### src/rtl/core/assert_macros.svh
// assertion helpers shared by the rtl modules
`ifndef ASSERT_MACROS_SVH
`define ASSERT_MACROS_SVH

// property checked on every rising clock edge outside reset
`define PAM_ASSERT(lbl, clk, rstn, prop) \
    lbl: assert property (@(posedge clk) disable iff (!rstn) (prop)) \
        else $error("assertion failed");

// implication checked on every rising clock edge outside reset
`define PAM_ASSERT_IMP(lbl, clk, rstn, ante, cons) \
    lbl: assert property (@(posedge clk) disable iff (!rstn) (ante) |-> (cons)) \
        else $error("assertion failed");

// next-cycle implication checked outside reset
`define PAM_ASSERT_NXT(lbl, clk, rstn, ante, cons) \
    lbl: assert property (@(posedge clk) disable iff (!rstn) (ante) |=> (cons)) \
        else $error("assertion failed");

`endif

### src/rtl/core/pam_pkg.sv
`timescale 1ns / 1ps

package pam_pkg;

    localparam int COEF_W        = 32;
    localparam int EXP_W         = 16;
    localparam int MAX_TERMS_DEF = 32;
    localparam int QUEUE_DEPTH   = 4;

    // operation codes
    localparam logic [1:0] OP_LOAD_FIRST  = 2'd0;
    localparam logic [1:0] OP_LOAD_SECOND = 2'd1;
    localparam logic [1:0] OP_RUN         = 2'd2;

    typedef struct packed {
        logic [1:0]              operation;
        logic signed [COEF_W-1:0] coefficient;
        logic [EXP_W-1:0]        exponent;
    } in_t;

    typedef struct packed {
        logic signed [COEF_W-1:0] coefficient_res;
        logic [EXP_W-1:0]        exponent_res;
        logic                    last;
        logic                    empty_res;
        logic                    overflow;
    } out_t;

    // one stored polynomial term
    typedef struct packed {
        logic [COEF_W-1:0] coef;
        logic [EXP_W-1:0]  expo;
    } term_t;

    // command handed from the front queue to the back end
    typedef struct packed {
        logic [1:0] operation;
        term_t      term;
    } cmd_t;

endpackage

### src/rtl/core/pam_front.sv
`timescale 1ns / 1ps
`include "assert_macros.svh"

module pam_front (
    input  logic           aclk,
    input  logic           aresetn,
    input  logic           s_valid,
    output logic           s_ready,
    input  pam_pkg::in_t   s_data,
    output logic           cmd_valid,
    output pam_pkg::cmd_t  cmd,
    input  logic           cmd_pop
);

    localparam int DEPTH = pam_pkg::QUEUE_DEPTH;
    localparam int PW    = (DEPTH > 1) ? $clog2(DEPTH) : 1;
    localparam int CW    = $clog2(DEPTH + 1);

    pam_pkg::cmd_t  queue_mem [DEPTH];
    logic [PW-1:0]  wr_ptr_reg, wr_ptr_next;
    logic [PW-1:0]  rd_ptr_reg, rd_ptr_next;
    logic [CW-1:0]  count_reg, count_next;
    logic           is_cmd;
    logic           push;
    logic           pop;

    // classify the incoming transaction: unknown operations are discarded
    assign is_cmd = (s_data.operation == pam_pkg::OP_LOAD_FIRST) ||
                    (s_data.operation == pam_pkg::OP_LOAD_SECOND) ||
                    (s_data.operation == pam_pkg::OP_RUN);

    assign s_ready   = (count_reg != CW'(DEPTH));
    assign push      = s_valid && s_ready && is_cmd;
    assign cmd_valid = (count_reg != '0);
    assign pop       = cmd_pop && cmd_valid;
    assign cmd       = queue_mem[rd_ptr_reg];

    // pointer and fill count update
    always_comb begin
        wr_ptr_next = wr_ptr_reg;
        rd_ptr_next = rd_ptr_reg;
        count_next  = count_reg;
        if (push) begin
            wr_ptr_next = (wr_ptr_reg == PW'(DEPTH - 1)) ? '0 : wr_ptr_reg + 1'b1;
        end
        if (pop) begin
            rd_ptr_next = (rd_ptr_reg == PW'(DEPTH - 1)) ? '0 : rd_ptr_reg + 1'b1;
        end
        if (push && !pop) begin
            count_next = count_reg + 1'b1;
        end else if (pop && !push) begin
            count_next = count_reg - 1'b1;
        end
    end

    always_ff @(posedge aclk) begin
        if (!aresetn) begin
            wr_ptr_reg <= '0;
            rd_ptr_reg <= '0;
            count_reg  <= '0;
        end else begin
            wr_ptr_reg <= wr_ptr_next;
            rd_ptr_reg <= rd_ptr_next;
            count_reg  <= count_next;
        end
    end

    // queue storage
    always_ff @(posedge aclk) begin
        if (push) begin
            queue_mem[wr_ptr_reg] <= '{operation: s_data.operation,
                                       term: '{coef: s_data.coefficient,
                                               expo: s_data.exponent}};
        end
    end

    `PAM_ASSERT(a_fill_bound, aclk, aresetn, count_reg <= CW'(DEPTH))
    `PAM_ASSERT_NXT(a_ignore_op, aclk, aresetn, s_valid && s_ready && !is_cmd && !pop, $stable(count_reg))

endmodule

### src/rtl/core/pam_back.sv
`timescale 1ns / 1ps
`include "assert_macros.svh"

module pam_back #(
    parameter int MAX_TERMS = pam_pkg::MAX_TERMS_DEF
) (
    input  logic           aclk,
    input  logic           aresetn,
    input  logic           cmd_valid,
    input  pam_pkg::cmd_t  cmd,
    output logic           cmd_pop,
    output logic           m_valid,
    input  logic           m_ready,
    output pam_pkg::out_t  m_data
);

    localparam int CNT_W = $clog2(MAX_TERMS + 1);
    localparam int IDX_W = (MAX_TERMS > 1) ? $clog2(MAX_TERMS) : 1;

    localparam logic [1:0] ST_IDLE   = 2'd0;
    localparam logic [1:0] ST_PRIME  = 2'd1;
    localparam logic [1:0] ST_MERGE  = 2'd2;
    localparam logic [1:0] ST_FINISH = 2'd3;

    pam_pkg::term_t mem_a [MAX_TERMS];
    pam_pkg::term_t mem_b [MAX_TERMS];
    pam_pkg::term_t rd_a_reg, rd_b_reg;

    logic [1:0]        state_reg, state_next;
    logic [CNT_W-1:0]  cnt_a_reg, cnt_a_next;
    logic [CNT_W-1:0]  cnt_b_reg, cnt_b_next;
    logic [CNT_W-1:0]  i_reg, i_next;
    logic [CNT_W-1:0]  j_reg, j_next;
    logic              dropped_reg, dropped_next;
    pam_pkg::term_t    pend_reg, pend_next;
    logic              pend_valid_reg, pend_valid_next;
    logic              m_valid_reg, m_valid_next;
    pam_pkg::out_t     out_reg, out_next;

    logic              out_free;
    logic              out_load;
    logic              wr_a, wr_b;
    logic              a_has, b_has;
    logic              take_a, take_b;
    logic [pam_pkg::COEF_W-1:0] tc;
    logic              term_nz;
    logic              stall;

    assign out_free = !m_valid_reg || m_ready;
    assign m_valid  = m_valid_reg;
    assign m_data   = out_reg;

    // head comparison of the two term lists
    assign a_has  = (i_reg < cnt_a_reg);
    assign b_has  = (j_reg < cnt_b_reg);
    assign take_a = a_has && (!b_has || (rd_a_reg.expo > rd_b_reg.expo));
    assign take_b = !take_a && (!a_has || (rd_a_reg.expo < rd_b_reg.expo));

    always_comb begin
        if (take_a) begin
            tc = rd_a_reg.coef;
        end else if (take_b) begin
            tc = rd_b_reg.coef;
        end else begin
            tc = rd_a_reg.coef + rd_b_reg.coef;
        end
    end

    assign term_nz = (tc != '0);
    assign stall   = term_nz && pend_valid_reg && !out_free;

    // loads write at the current fill count
    assign wr_a = (state_reg == ST_IDLE) && cmd_valid &&
                  (cmd.operation == pam_pkg::OP_LOAD_FIRST) &&
                  (cnt_a_reg != CNT_W'(MAX_TERMS));
    assign wr_b = (state_reg == ST_IDLE) && cmd_valid &&
                  (cmd.operation == pam_pkg::OP_LOAD_SECOND) &&
                  (cnt_b_reg != CNT_W'(MAX_TERMS));
    assign cmd_pop = (state_reg == ST_IDLE) && cmd_valid;

    // sequencer: execute loads, walk the merge, close the run
    always_comb begin
        state_next      = state_reg;
        cnt_a_next      = cnt_a_reg;
        cnt_b_next      = cnt_b_reg;
        i_next          = i_reg;
        j_next          = j_reg;
        dropped_next    = dropped_reg;
        pend_next       = pend_reg;
        pend_valid_next = pend_valid_reg;
        out_load        = 1'b0;
        out_next        = out_reg;
        case (state_reg)
            ST_IDLE: begin
                if (cmd_valid) begin
                    case (cmd.operation)
                        pam_pkg::OP_LOAD_FIRST: begin
                            if (wr_a) begin
                                cnt_a_next = cnt_a_reg + 1'b1;
                            end else begin
                                dropped_next = 1'b1;
                            end
                        end
                        pam_pkg::OP_LOAD_SECOND: begin
                            if (wr_b) begin
                                cnt_b_next = cnt_b_reg + 1'b1;
                            end else begin
                                dropped_next = 1'b1;
                            end
                        end
                        pam_pkg::OP_RUN: begin
                            state_next = ST_PRIME;
                        end
                        default: begin
                        end
                    endcase
                end
            end
            ST_PRIME: begin
                state_next = ST_MERGE;
            end
            ST_MERGE: begin
                if (!a_has && !b_has) begin
                    state_next = ST_FINISH;
                end else if (!stall) begin
                    if (!take_b) begin
                        i_next = i_reg + 1'b1;
                    end
                    if (!take_a) begin
                        j_next = j_reg + 1'b1;
                    end
                    if (term_nz) begin
                        if (pend_valid_reg) begin
                            out_load = 1'b1;
                            out_next = '{coefficient_res: pend_reg.coef,
                                         exponent_res: pend_reg.expo,
                                         last: 1'b0, empty_res: 1'b0,
                                         overflow: dropped_reg};
                        end
                        pend_next       = '{coef: tc,
                                            expo: take_b ? rd_b_reg.expo : rd_a_reg.expo};
                        pend_valid_next = 1'b1;
                    end
                end
            end
            ST_FINISH: begin
                if (out_free) begin
                    out_load = 1'b1;
                    if (pend_valid_reg) begin
                        out_next = '{coefficient_res: pend_reg.coef,
                                     exponent_res: pend_reg.expo,
                                     last: 1'b1, empty_res: 1'b0,
                                     overflow: dropped_reg};
                    end else begin
                        out_next = '{coefficient_res: '0, exponent_res: '0,
                                     last: 1'b1, empty_res: 1'b1,
                                     overflow: dropped_reg};
                    end
                    cnt_a_next      = '0;
                    cnt_b_next      = '0;
                    i_next          = '0;
                    j_next          = '0;
                    dropped_next    = 1'b0;
                    pend_valid_next = 1'b0;
                    state_next      = ST_IDLE;
                end
            end
            default: begin
                state_next = ST_IDLE;
            end
        endcase
    end

    // output register
    always_comb begin
        if (out_load) begin
            m_valid_next = 1'b1;
        end else if (m_ready) begin
            m_valid_next = 1'b0;
        end else begin
            m_valid_next = m_valid_reg;
        end
    end

    // control state
    always_ff @(posedge aclk) begin
        if (!aresetn) begin
            state_reg      <= ST_IDLE;
            cnt_a_reg      <= '0;
            cnt_b_reg      <= '0;
            i_reg          <= '0;
            j_reg          <= '0;
            dropped_reg    <= 1'b0;
            pend_valid_reg <= 1'b0;
            m_valid_reg    <= 1'b0;
        end else begin
            state_reg      <= state_next;
            cnt_a_reg      <= cnt_a_next;
            cnt_b_reg      <= cnt_b_next;
            i_reg          <= i_next;
            j_reg          <= j_next;
            dropped_reg    <= dropped_next;
            pend_valid_reg <= pend_valid_next;
            m_valid_reg    <= m_valid_next;
        end
    end

    // payload registers
    always_ff @(posedge aclk) begin
        pend_reg <= pend_next;
        out_reg  <= out_next;
    end

    // term stores, one write and one registered read each
    always_ff @(posedge aclk) begin
        if (wr_a) begin
            mem_a[cnt_a_reg[IDX_W-1:0]] <= cmd.term;
        end
        rd_a_reg <= mem_a[i_next[IDX_W-1:0]];
    end

    always_ff @(posedge aclk) begin
        if (wr_b) begin
            mem_b[cnt_b_reg[IDX_W-1:0]] <= cmd.term;
        end
        rd_b_reg <= mem_b[j_next[IDX_W-1:0]];
    end

    `PAM_ASSERT(a_cnt_bound, aclk, aresetn, (cnt_a_reg <= CNT_W'(MAX_TERMS)) && (cnt_b_reg <= CNT_W'(MAX_TERMS)))
    `PAM_ASSERT_IMP(a_walk_bound, aclk, aresetn, state_reg == ST_MERGE, (i_reg <= cnt_a_reg) && (j_reg <= cnt_b_reg))
    `PAM_ASSERT_IMP(a_no_overwrite, aclk, aresetn, out_load && m_valid_reg, m_ready)
    `PAM_ASSERT_NXT(a_run_clears, aclk, aresetn, (state_reg == ST_FINISH) && out_free, (cnt_a_reg == '0) && (cnt_b_reg == '0) && !dropped_reg && m_valid_reg && m_data.last)

endmodule

### src/rtl/core/sparse_polynomial_add_merge_core.sv
// a load occupies the execution side only as it is dequeued; up to four commands queue ahead of it
// a run holds the execution side through the prime, merge and finish states plus output stalls,
// with one merge step per cycle while the output does not stall, over first_count + second_count
// steps less one for each pair of tied exponents
// the merge rate is set by the single registered read port of each term store
// synchronous active-low reset empties the queue, both stores, the overflow flag and the output
`timescale 1ns / 1ps

module sparse_polynomial_add_merge_core #(
    parameter int MAX_TERMS = pam_pkg::MAX_TERMS_DEF
) (
    input  logic           aclk,
    input  logic           aresetn,
    input  logic           s_valid,
    output logic           s_ready,
    input  pam_pkg::in_t   s_data,
    output logic           m_valid,
    input  logic           m_ready,
    output pam_pkg::out_t  m_data
);

    logic           cmd_valid;
    logic           cmd_pop;
    pam_pkg::cmd_t  cmd;

    // accept and classify transactions into the command queue
    pam_front u_front (
        .aclk      (aclk),
        .aresetn   (aresetn),
        .s_valid   (s_valid),
        .s_ready   (s_ready),
        .s_data    (s_data),
        .cmd_valid (cmd_valid),
        .cmd       (cmd),
        .cmd_pop   (cmd_pop)
    );

    // execute loads and merge runs
    pam_back #(
        .MAX_TERMS (MAX_TERMS)
    ) u_back (
        .aclk      (aclk),
        .aresetn   (aresetn),
        .cmd_valid (cmd_valid),
        .cmd       (cmd),
        .cmd_pop   (cmd_pop),
        .m_valid   (m_valid),
        .m_ready   (m_ready),
        .m_data    (m_data)
    );

endmodule
### config.mk
export PLATFORM = sky130hd
export DESIGN_NAME = sparse_polynomial_add_merge_core
export DESIGN_NICKNAME = d
export VERILOG_FILES = /design/src/rtl/core/pam_pkg.sv /design/src/rtl/core/pam_front.sv /design/src/rtl/core/pam_back.sv /design/src/rtl/core/sparse_polynomial_add_merge_core.sv
export VERILOG_INCLUDE_DIRS = /design/src /design/src/rtl/core
export SDC_FILE = /design/constraint.sdc
export NUM_CORES = 2
export LEC_CHECK = 0
export ABC_AREA = 1
export BUFFER_PORTS_ARGS = -buffer_cell sky130_fd_sc_hd__buf_4
export CAP_MARGIN = 20
export CORE_MARGIN = 3
export CORE_UTILIZATION = 40
export CTS_BUF_LIST = sky130_fd_sc_hd__clkbuf_4 sky130_fd_sc_hd__clkbuf_8
export CTS_CLUSTER_SIZE = 24
export DETAILED_ROUTE_END_ITERATION = 8
export PLACE_DENSITY_LB_ADDON = 0.25
export SLEW_MARGIN = 20
export SYNTH_ARGS = -nofsm -noshare
export SYNTH_HDL_FRONTEND = slang
export SYNTH_SLANG_ARGS = --single-unit
### constraint.sdc
create_clock -name aclk -period 7.8 [get_ports aclk]
set_input_delay 1.17 -clock aclk [delete_from_list [all_inputs] [get_ports aclk]]
set_output_delay 1.17 -clock aclk [all_outputs]
set_load 0.005 [all_outputs]
==> results by stage <==
Placement:
- Once placement finished, the instance area stood at between 150000 and 200000 sq um.
- The half-perimeter wire length after placement is between 200000 and 300000 microns.
- The global placement routability congestion is 0.869.
- The number of I/O port buffers is ~110.
- The pre-CTS setup slack is ~0.6 ns.
- After detailed placement, the design holds a cell count of ~19000.

Power:
- Internal power comes to 39.8 mW.
- In this run the power density over the cells is between 300 and 400 nW/um^2.
- The worst ir drop on vdd is between 0.4 and 0.5 mV.
- Sequential cells account for a little under two fifths of the total power.
- The net switching fraction of the power is between 40% and 50%.
- The total power after layout is roughly 68 mW.
- The share of total power dissipated in the clock network is around a quarter.
- The net switching power is 28.4 mW.
- Per report_power, the combinational group accounts for between 30% and 40% of the total.
- The static leakage is 66.6 nW.

Setup path:
- The depth of the worst register-to-register path is 31.
- Among all stages on the critical path, the largest delay is contributed by sky130_fd_sc_hd__dfxtp_1.
- The worst setup path is captured at a flop.
- The register-to-register setup slack is slightly above 0.4 ns.
- The worst setup path is of the reg2reg kind.
- Broken down by cell family, the worst path's largest delay share belongs to simple AND/OR/NAND/NOR gates.
- Data on the critical path is required at its endpoint by 8.85 ns.
- The largest single stage delay on the critical path is approximately 0.60 ns.
- The critical path starts at u_back.rd_b_reg[11].
- At the worst endpoint, the arrival time is 8.44 ns.
- The largest fanout of any net on the critical path is 69.
- The element type at the critical path start is a flop.
- The worst register-to-register path begins at u_back.rd_b_reg[11].
- The critical path runs through a total of 31 cells.
- The critical register-to-register path endpoint is u_back.rd_a_reg[5].
- Together, buffers and inverters on the worst path number 4.
- The most prevalent standard cell on the critical path is sky130_fd_sc_hd__nand2_1.
- In this run the worst setup path terminates at u_back.rd_a_reg[5].

Timing:
- The number of slew-limit violations in the final report was 0.
- At the pin with the least slew margin, the transition time is ~1.4 ns.
- The count of endpoints failing hold in the final timing report is 0.
- The worst-case setup margin in the final layout is 0.406 ns.
- Setup repair after global routing left no endpoint under its margin.
- In the final timing run, aggregate negative setup slack is 0 ns.
- The final number of setup-violating endpoints is 0.
- The post-route clock period utilization is ~95%.
- The post-route minimum period is 7.39 ns.
- For this run, the top clock speed supported by timing is around 140 MHz.
- The worst slew margin relative to its limit is 5.35%.
- The clock tree skew after final layout is approximately 0.076 ns.

Routing:
- The post-detailed-routing wire length is 480000 microns.
- Dividing the detail-routed wire length by the instance count gives around 25 microns.
- The average via count per standard cell is 5.39.
- The number of detailed-route iterations in the first pass is 6.
- The initial detailed-routing violation count is 13000.
- The remaining number of nets flagged by the antenna check after routing is 0.
- The number of DRC violations after detailed routing is 0.
- Summing over every cut layer, the via total after detailed routing is between 100k and 150k.

Layout:
- The area growth from synthesis to final layout is 12.8%.
- The finished layout holds ~20000 standard cells, fillers aside.
- The final layout net count is 14200.
- The sequential standard cell area is 104000 sq um.
- Once layout is done, the placed cells without fillers occupy 171000 sq um.
- Summing all multi-input logic gate instances after layout gives between 30000 and 40000 sq um.
- The post-route netlist has about a tenth of its cells at a drive strength greater than 1.
- The number of filler instances in the final layout is ~35000.

Floorplan:
- For this configuration, the core starts out at a cell density of about two fifths.
- Pin placement for this block handled around 110 I/O pins.
- The number of cell rows is roughly 230.
- The die covers a little under 400000 sq um.
- Measured along the y axis, the die boundary spans between 600 and 700 microns.
- The core box area is 376000 sq um.
- From left edge to right edge, the die measures between 600 and 700 microns.

Clocking:
- TritonCTS built the clock tree.
- The total clock sinks is between 3000 and 4000.
- The clock passes through at most 4 buffers.
- The clock reaches the later pin of the worst-skew pair after 1.22 ns.
- The post-cts sizing count is 0.
- The tree is rooted in a sky130_fd_sc_hd__clkbuf_8.
- The H-tree was split into 6 levels.
- The CTS buffer count is a little under 600.
- In this run the post-CTS setup repair buffer count came out at 0.
- The number of hold buffers added after CTS was 0.
- Clock-pin slew was measured on the worst setup and hold paths at 0.06 ns.

Synth:
- The number of nets produced by synthesis is 14100.
- The count of cell types in the netlist is 48.
- The number of flops mapped to enable cells by yosys is between 3000 and 4000.
- The synthesized instance count is roughly 14000.
- The number of synthesized register bits is ~3500.
- The number of warnings reported in the yosys synthesis log is 0.
- The average instance area after synthesis is 10.8 sq um.
- Yosys instantiated no cell more often than sky130_fd_sc_hd__nand2_1.
- The commonest cells after synthesis are sky130_fd_sc_hd__nand2_1, sky130_fd_sc_hd__edfxtp_1, sky130_fd_sc_hd__nand3_1, sky130_fd_sc_hd__inv_1, sky130_fd_sc_hd__nand3b_1.
- The most used flip-flop cell after synthesis is sky130_fd_sc_hd__edfxtp_1.
- After synthesis, the share of flip-flops with an asynchronous set or reset is 0%.
- After synthesis, the largest area contributor takes up 66.9% of total cell area.
- The post-synthesis instance area is 151000 sq um.
- Of all cell types, the one taking the most synthesized area is sky130_fd_sc_hd__edfxtp_1.
- For this run, the register share of the synthesized area comes to just under 70%.
- After synthesis, the cell types taking the most area are sky130_fd_sc_hd__edfxtp_1, sky130_fd_sc_hd__nand3_1, sky130_fd_sc_hd__nand2_1, sky130_fd_sc_hd__inv_1, sky130_fd_sc_hd__nand3b_1.

GRT:
- The initial antenna violation count is 23.
- The first global-routing pass estimated 690000 microns of wire.
- The overall fraction of global-route tracks in use is between 20% and 30%.
- The pin count of the biggest net entering global routing is around 210.
- The number of global-route vias before repair is ~100000.
- Summed over all layers, the global routing overflow is 0.

Outcome:
- The flow ran to the end, and the final reports show no timing, DRC or antenna violations.

Job:
- The number of max-cap violations is 0.

Min path:
- The path category of the worst min-delay check is in2reg.
==> per-layer routing <==
metal  track usage, %  share of wire [%]
met5                0             0.0027
met4             10.1                4.3
met3             4.20                9.1
met2             36.7                 44
met1             34.6                 42
==> placed cells by master, fill, tap and decap left out, types with 7 or more instances in the layout <==
cell                         count
sky130_fd_sc_hd__inv_6          19
sky130_fd_sc_hd__ha_1           77
sky130_fd_sc_hd__inv_1        1403
sky130_fd_sc_hd__o22ai_4        48
sky130_fd_sc_hd__xor2_1         21
sky130_fd_sc_hd__clkbuf_4      239
sky130_fd_sc_hd__nand3b_1      484
sky130_fd_sc_hd__o21ai_0       128
sky130_fd_sc_hd__nor2_1        251
sky130_fd_sc_hd__buf_12         80
sky130_fd_sc_hd__a21oi_1        75
sky130_fd_sc_hd__clkinv_1       90
sky130_fd_sc_hd__nand2_1      3861
sky130_fd_sc_hd__dfxtp_1       133
sky130_fd_sc_hd__clkinv_2       31
sky130_fd_sc_hd__nor2_4         71
sky130_fd_sc_hd__nand4_1        16
sky130_fd_sc_hd__buf_4         306
sky130_fd_sc_hd__edfxtp_1     3371
sky130_fd_sc_hd__o21ai_1         7
sky130_fd_sc_hd__a21boi_0       12
sky130_fd_sc_hd__nor3_1         15
sky130_fd_sc_hd__nand3_1      3023
sky130_fd_sc_hd__o211ai_1       48
sky130_fd_sc_hd__inv_8          21
sky130_fd_sc_hd__diode_2        19
sky130_fd_sc_hd__clkbuf_8      635
sky130_fd_sc_hd__clkinvlp_4     15
==> through the flow <==
| stage | hold slack [ns] | utilization (%) |
|---|---|---|
| 2_1_floorplan | 0.403 | - |
| 3_3_place_gp | 0.419 | 42.2 |
| 3_5_place_dp | 0.428 | 42.2 |
| 4_1_cts | 0.0644 | 45.3 |
| 5_1_grt | 0.107 | 45.3 |
| 6_report | 0.177 | 45.4 |
==> cell families (layout without fill, tap and decap cells) <==
logic type                 count (synthesis)  in the layout  share of synthesized area, %
and+or+nand+nor                         7748           7748                          23.0
DFF                                     3505           3505                          68.7
other                                      0             19                             0
xor gates and xnor gates                  23             23                         0.133
AOI/OAI and AO/OA                        344            344                          1.33
buffers and inverters                   2296           2858                          6.13
adders and majority gates                 79             79                         0.664
==> how the worst min path moves through the flow <==
stage	cells after the start	start	to	slack [ns]
after global routing	1	s_data[14]	u_front.queue_mem[0][14]	0.11
after detailed placement	0	u_back.dropped_reg	u_back.m_data[0]	0.43
after CTS	1	s_data[38]	u_front.queue_mem[0][38]	0.06
after global placement	0	u_back.dropped_reg	u_back.m_data[0]	0.42
after floorplan	0	u_back.dropped_reg	u_back.m_data[0]	0.40
final	1	s_data[47]	u_front.queue_mem[0][47]	0.18
==> power groups by stage <==
stage	Combinational, mW	Sequential, mW	Clock, mW
6_report	26.7	25.2	16.3
5_1_grt	29.0	25.2	17.4
4_1_cts	26.2	25.2	16.6
3_5_place_dp	26.2	25.6	0
3_3_place_gp	26.1	25.6	0
2_1_floorplan	16.1	25.1	0
==> final cells by class <==
class	instances	share of cell area, %
diodes	19	0.0279
flip-flops and latches	3505	60.9
clock inverters	174	0.642
multi-input cells	8194	23.1
repair buffers	391	2.36
inverters	1419	3.15
clock buffers	874	6.18
well taps	4994	3.66
Power figures use the tool's default switching activity.
